--- src/hdl/ffha_pkg.sv ---
// Shared types and constants of the first-fit heap allocator.
`timescale 1ns / 1ps
package ffha_pkg;

   // Arena geometry
   localparam int ARENA_BYTES  = 65536;
   localparam int ALIGN_BYTES  = 16;
   localparam int HEADER_BYTES = 16;
   localparam int ALIGN_LOG2   = $clog2(ALIGN_BYTES);
   localparam int GRANULES     = ARENA_BYTES / ALIGN_BYTES;
   localparam int HDR_GRANULES = (HEADER_BYTES + ALIGN_BYTES - 1) / ALIGN_BYTES;
   localparam int GW           = $clog2(GRANULES + 1);   // granule index incl. null mark
   localparam int IW           = $clog2(GRANULES);       // header store address
   localparam int AWIDTH       = 48;
   localparam int SWIDTH       = 17;

   localparam logic [GW-1:0]     NIL        = GW'(GRANULES);
   localparam logic [SWIDTH-1:0] HEAP_RESET = SWIDTH'(ARENA_BYTES);

   // Request kinds
   localparam logic REQ_ALLOC = 1'b0;
   localparam logic REQ_FREE  = 1'b1;

   // Configuration register indexes
   localparam logic CSR_BASE_ADDRESS = 1'b0;
   localparam logic CSR_HEAP_SIZE    = 1'b1;

   // Block header kinds (free and used stand for the 0xDEADBEEF / 0xBEEFDEAD tags)
   typedef enum logic [1:0] {
      KIND_NONE = 2'd0,
      KIND_FREE = 2'd1,
      KIND_USED = 2'd2
   } kind_type;

   typedef struct packed {
      kind_type        kind;
      logic [GW-1:0]   size;
      logic [GW-1:0]   next;
   } header_type;

   localparam int HDR_W = $bits(header_type);
   localparam header_type HDR_EMPTY = '{kind: KIND_NONE, size: '0, next: '0};

   typedef enum logic [1:0] {
      STATUS_OK      = 2'd0,
      STATUS_NOSPACE = 2'd1,
      STATUS_INVALID = 2'd2
   } status_type;

   // Pending header writes after a commit
   typedef enum logic [1:0] {
      SLOT_0 = 2'd0,
      SLOT_1 = 2'd1,
      SLOT_2 = 2'd2
   } slot_type;
   localparam int SLOT_COUNT = 3;

   typedef enum logic [3:0] {
      ST_CLEAR,
      ST_IDLE,
      ST_DECODE,
      ST_A_RD,
      ST_A_EV,
      ST_F_CHKG,
      ST_F_WALK,
      ST_F_STEP,
      ST_F_COMMIT,
      ST_WR0,
      ST_WR1,
      ST_WR2,
      ST_FINISH
   } state_type;

   // Controller to datapath
   typedef struct packed {
      logic       load_req;
      logic       start_walk;
      logic       rd_cur;
      logic       rd_g;
      logic       advance;
      logic       a_commit;
      logic       f_latch_g;
      logic       f_commit;
      logic       wr_go;
      slot_type   wr_slot;
      logic       clr_write;
      logic       set_result;
      status_type result_code;
      logic       out_load;
   } cmd_type;

   // Datapath to controller
   typedef struct packed {
      logic is_free;
      logic size_zero;
      logic too_big;
      logic addr_null;
      logic off_bad;
      logic cur_nil;
      logic a_fit;
      logic a_split_bad;
      logic g_used;
      logic f_walk_more;
      logic clr_last;
      logic rsp_busy;
      logic rebuild;
   } stat_type;

endpackage

--- src/hdl/ffha_ctrl.sv ---
// Allocator controller: sequences request decode, list walks and header writes.
`timescale 1ns / 1ps
module ffha_ctrl (
   input  logic                clock,
   input  logic                reset,
   input  logic                req_valid,
   output logic                req_ready,
   input  ffha_pkg::stat_type  stat,
   output ffha_pkg::cmd_type   cmd
);
   import ffha_pkg::*;

   state_type state_ff, state_in;

   // Next state
   always_comb begin
      state_in = state_ff;
      unique case (state_ff)
         ST_CLEAR:    if (stat.clr_last) state_in = ST_IDLE;
         ST_IDLE:     if (req_valid) state_in = ST_DECODE;
         ST_DECODE: begin
            if (stat.is_free) begin
               if (stat.addr_null || stat.off_bad) state_in = ST_FINISH;
               else state_in = ST_F_CHKG;
            end else begin
               if (stat.size_zero || stat.too_big) state_in = ST_FINISH;
               else state_in = ST_A_RD;
            end
         end
         ST_A_RD:     state_in = stat.cur_nil ? ST_FINISH : ST_A_EV;
         ST_A_EV: begin
            if (!stat.a_fit) state_in = ST_A_RD;
            else if (stat.a_split_bad) state_in = ST_FINISH;
            else state_in = ST_WR0;
         end
         ST_F_CHKG:   state_in = stat.g_used ? ST_F_WALK : ST_FINISH;
         ST_F_WALK:   state_in = stat.f_walk_more ? ST_F_STEP : ST_F_COMMIT;
         ST_F_STEP:   state_in = ST_F_WALK;
         ST_F_COMMIT: state_in = ST_WR0;
         ST_WR0:      state_in = ST_WR1;
         ST_WR1:      state_in = ST_WR2;
         ST_WR2:      state_in = ST_FINISH;
         ST_FINISH:   if (!stat.rsp_busy) state_in = ST_IDLE;
         default:     state_in = ST_CLEAR;
      endcase
      // heap size write restarts the clearing pass
      if (stat.rebuild) state_in = ST_CLEAR;
   end

   // Outputs
   always_comb begin
      cmd             = '0;
      cmd.result_code = STATUS_OK;
      cmd.wr_slot     = SLOT_0;
      req_ready       = 1'b0;
      unique case (state_ff)
         ST_CLEAR:    cmd.clr_write = 1'b1;
         ST_IDLE: begin
            req_ready    = !stat.rebuild;
            cmd.load_req = req_valid && !stat.rebuild;
         end
         ST_DECODE: begin
            if (stat.is_free) begin
               if (stat.addr_null) begin
                  cmd.set_result = 1'b1;
               end else if (stat.off_bad) begin
                  cmd.set_result  = 1'b1;
                  cmd.result_code = STATUS_INVALID;
               end else begin
                  cmd.rd_g = 1'b1;
               end
            end else begin
               if (stat.size_zero || stat.too_big) begin
                  cmd.set_result  = 1'b1;
                  cmd.result_code = STATUS_NOSPACE;
               end else begin
                  cmd.start_walk = 1'b1;
               end
            end
         end
         ST_A_RD: begin
            if (stat.cur_nil) begin
               cmd.set_result  = 1'b1;
               cmd.result_code = STATUS_NOSPACE;
            end else begin
               cmd.rd_cur = 1'b1;
            end
         end
         ST_A_EV: begin
            if (!stat.a_fit) begin
               cmd.advance = 1'b1;
            end else if (stat.a_split_bad) begin
               cmd.set_result  = 1'b1;
               cmd.result_code = STATUS_NOSPACE;
            end else begin
               cmd.a_commit = 1'b1;
            end
         end
         ST_F_CHKG: begin
            if (stat.g_used) begin
               cmd.f_latch_g  = 1'b1;
               cmd.start_walk = 1'b1;
            end else begin
               cmd.set_result  = 1'b1;
               cmd.result_code = STATUS_INVALID;
            end
         end
         ST_F_WALK:   cmd.rd_cur   = 1'b1;
         ST_F_STEP:   cmd.advance  = 1'b1;
         ST_F_COMMIT: cmd.f_commit = 1'b1;
         ST_WR0: begin
            cmd.wr_go   = 1'b1;
            cmd.wr_slot = SLOT_0;
         end
         ST_WR1: begin
            cmd.wr_go   = 1'b1;
            cmd.wr_slot = SLOT_1;
         end
         ST_WR2: begin
            cmd.wr_go      = 1'b1;
            cmd.wr_slot    = SLOT_2;
            cmd.set_result = 1'b1;
         end
         ST_FINISH:   cmd.out_load = !stat.rsp_busy;
         default:     cmd = '0;
      endcase
   end

   always_ff @(posedge clock) begin
      if (reset) begin
         state_ff <= ST_CLEAR;
      end else begin
         state_ff <= state_in;
      end
   end

   // An accepted word always goes to decode next
   a_accept_decode: assert property (@(posedge clock) disable iff (reset)
      (req_valid && req_ready) |=> (state_ff == ST_DECODE))
      else $error("accepted word not decoded");

   // The result register is loaded only when it is free to take a word
   a_load_free: assert property (@(posedge clock) disable iff (reset)
      cmd.out_load |-> (state_ff == ST_FINISH) && !stat.rsp_busy)
      else $error("result loaded over a pending word");

   // No word is taken during the clearing pass
   a_no_accept_clear: assert property (@(posedge clock) disable iff (reset)
      (state_ff == ST_CLEAR) |-> !req_ready)
      else $error("word accepted while clearing");

endmodule

--- config.mk ---
export PLATFORM = sky130hd
export DESIGN_NAME = ffha_ctrl
export DESIGN_NICKNAME = d
export VERILOG_FILES = /design/src/hdl/ffha_pkg.sv /design/src/hdl/ffha_ctrl.sv
export SDC_FILE = /design/constraint.sdc
export NUM_CORES = 1
export LEC_CHECK = 0
export ABC_AREA = 1
export BUFFER_PORTS_ARGS = -buffer_cell sky130_fd_sc_hd__buf_2
export CORE_MARGIN = 2
export CORE_UTILIZATION = 38
export DETAILED_ROUTE_END_ITERATION = 12
export PLACE_DENSITY_LB_ADDON = 0.2
export SYNTH_ARGS = -nofsm -noshare
export SYNTH_HDL_FRONTEND = slang
export SYNTH_SLANG_ARGS = --single-unit
--- constraint.sdc ---
create_clock -name clock -period 1.1 [get_ports clock]
set_input_delay 0.055 -clock clock [delete_from_list [all_inputs] [get_ports clock]]
set_output_delay 0.055 -clock clock [all_outputs]
set_load 0.02 [all_outputs]
==> flow_summary.json <==
{
  "status": "complete, but fails checks",
  "violations": "setup timing",
  "drc": 0,
  "min_path_type": "input port to flop",
  "cp_data_arrival_time_ps": 1430,
  "holdPathStages": 4,
  "synthAdderAreaFrac": 0,
  "skew_ps": 1.13,
  "vias": 1069,
  "ys_seq_elements": 4,
  "yosys-top-cells-area": "nand2_1 16%, dfxtp_1 14%, nor2_1 12%",
  "synth_ff_type": "dfxtp_1",
  "ant_nets": 0,
  "overflow": 0,
  "grt_use_met1": 0.315,
  "synth_compound_area_frac": 0.114,
  "die_x_microns": 43.1,
  "max_freq_mhz": 675,
  "reg2reg_to": "state_ff[0]",
  "antenna_found_initial": 0,
  "pin_count": 33,
  "hold_buffers": 0,
  "ys_seq_area_frac": 0.138,
  "postSynthCellCount": 109,
  "clock_path_buffers": 2,
  "maxCapViolations": 0,
  "clk_latency_ps": 240,
  "cts-buffers-inserted": 3,
  "met3_usage": 0,
  "hold_viol": 0,
  "p_leak_nw": 0.686,
  "synth_xor_area_frac": 0,
  "pwr_density_cell_nw_per_um2": 442,
  "fp.dieH_microns": 43.1,
  "cpMostUsedCell": "buf_4",
  "fin_ws_ps": -381,
  "critPathKind": "flop to primary output",
  "top_register": "state_ff",
  "clkSinkCount": 4,
  "largestRegisters": "state_ff: 4 flops",
  "grt_pass1_vias": 1005,
  "synth-edff-count": 0,
  "synth_area_leader_cell": "nand2_1",
  "rsz0062_at_grt": "true",
  "dp.final_hpwl_mm": 1.57,
  "fin_crit_ps": 1480,
  "syn_area_per_cell_sq_um": 5.33,
  "reg2reg_depth": 10,
  "viasPerCell": 5.66,
  "cp_slowest_cell": "dfxtp_4",
  "diodes": 0,
  "dieArea_sq_um": 1860,
  "gp_congestion": 0.898,
  "regToRegStartpoint": "state_ff[1]",
  "holdCritStartpoint": "reset",
  "path_buf_inv": 3,
  "layout-drive-gt1-share": 0.711,
  "port_buffers": 32,
  "use_met2": 0.567,
  "core_area_sq_um": 1470,
  "cts.root.buffer_cell": "clkbuf_4",
  "synthToLayoutAreaGrowth_pct": 124,
  "routed_wl_mm": 3.06,
  "vdd_drop_max_mv": 0.340,
  "synth_fp_nets": 125,
  "crit_fanout": 4,
  "ys_async_sr_fraction": 0,
  "num-fill-cells": 68,
  "cts_tree": "yes",
  "cp-end-kind": "primary output",
  "htree_levels": 1,
  "clk_pin_slew_worst_paths_ps": 40,
  "report.final.slew_viol_count": 0,
  "top_usage_layer": "met2",
  "nNetsFinal": 191,
  "largest_reg_flops": 4,
  "grt_pass1_wl_mm": 4.09,
  "grt_max_degree": 7,
  "synth_top_family_by_area": "simple AND/OR/NAND/NOR gates",
  "finalCritPeriodShare": 1.35,
  "ys_types": 19,
  "synthSimpleGateAreaFrac": 0.612,
  "finalSetupViolations": 21,
  "critPathMaxStageDelay_ps": 370,
  "synth_common_cells": "25 x nand2_1, 19 x nor2_1, 15 x inv_1, 10 x nand3_1, 8 x o21ai_0",
  "drt_iter0_markers": 35,
  "rrSetupSlack_ps": -280,
  "syn_area_sq_um": 581,
  "cp-start-kind": "flop",
  "fin_util": 0.885,
  "rows": 14,
  "max-slew-margin-rel": 0.728,
  "worstMarginPinSlew_ps": 403,
  "first_pass_iters": 4,
  "synthMuxAreaShare": 0,
  "cp.required_ps": 1040,
  "cp_cell_sequence": "inv_4, nor2_4, buf_4, nand3_2, o2111ai_2, buf_4",
  "cp_top_family": "buffers and inverters",
  "hold_ws_ps": 94.9,
  "yosysWarnings": 0,
  "start_util": 0.395,
  "hold_end": "state_ff[2]",
  "track_usage": 0.287,
  "yosysTopAreaCellShare": 0.162,
  "wl_per_cell_microns": 16.2,
  "synth.most_common_cell": "nand2_1"
}
-- worst min-delay path: stages --
cell	delay, ps
buf_2	70
nor2_1	50
nand2_1	70
inv_1	40
-- cell usage in the layout, fill, tap and decap left out, drive strengths merged --
master    n
a21oi     2
nand2    28
o31ai     1
and2      1
nand3    11
clkbuf    3
inv      21
dfxtp     4
nor2     27
nor3b     1
buf      61
nand4     2
o2111ai   1
nor3      2
o21ai     8
-- stage by stage --
step	setup TNS (ps)	setup WS, ps	power [W]	area [sq um]	cells
6_report	-5440	-381	0.000576	1300	189
3_5_place_dp	-1110	-162	0.000310	912	172
5_1_grt	-6150	-414	0.000597	1300	189
4_1_cts	-3770	-277	0.000537	1160	185
3_3_place_gp	-829	-148	0.000307	912	172
2_1_floorplan	-46.2	-35.6	0.000230	619	109
-- cell families (layout without fill, tap and decap cells) --
kind of cell / Yosys count / in the layout
buffers and inverters: 21 / 85
and+or+nand+nor: 72 / 72
DFF: 4 / 4
AOI/OAI and AO/OA: 12 / 12
-- area by class of cell --
type | instances | area, sq um | share of cell area
timing repair buffer | 61 | 484 | 0.372
clock buffer | 3 | 22.5 | 0.0173
multi-input combinational | 84 | 589 | 0.452
inverter | 21 | 91.3 | 0.0701
sequential | 4 | 95.1 | 0.0730
tap | 16 | 20.0 | 0.0154
-- report_power, final --
group          switching, W  internal (W)
clock network     0.0000741      0.000123
logic              0.000127     0.0000993
registers         0.0000104      0.000142
-- per-layer routing --
layer  routed length (microns)  up-vias  share of wire
met2                      1650       78           0.54
li1                          -      476              -
met4                       140        0          0.046
met1                      1060      497           0.35
met5                         0        -              0
met3                       212       18          0.069
-- timing repair --
action,in CTS,in global routing
resized for setup,49,36
pin swaps,14,15
hold endpoints to repair,0,0
endpoints found under the setup margin,21,21
setup buffers,11,5
-- worst max-delay path by stage --
stage,to,from,cells past startpoint,slack (ps)
CTS,cmd[3],state_ff[1],7,-280
finish,cmd[3],state_ff[2],6,-380
detailed placement,state_ff[0],state_ff[0],7,-160
global route,cmd[3],state_ff[2],6,-410
floorplan,state_ff[1],state_ff[2],8,-40
global placement,state_ff[0],state_ff[0],7,-150
Note: power is estimated with default switching activity, not from simulation.
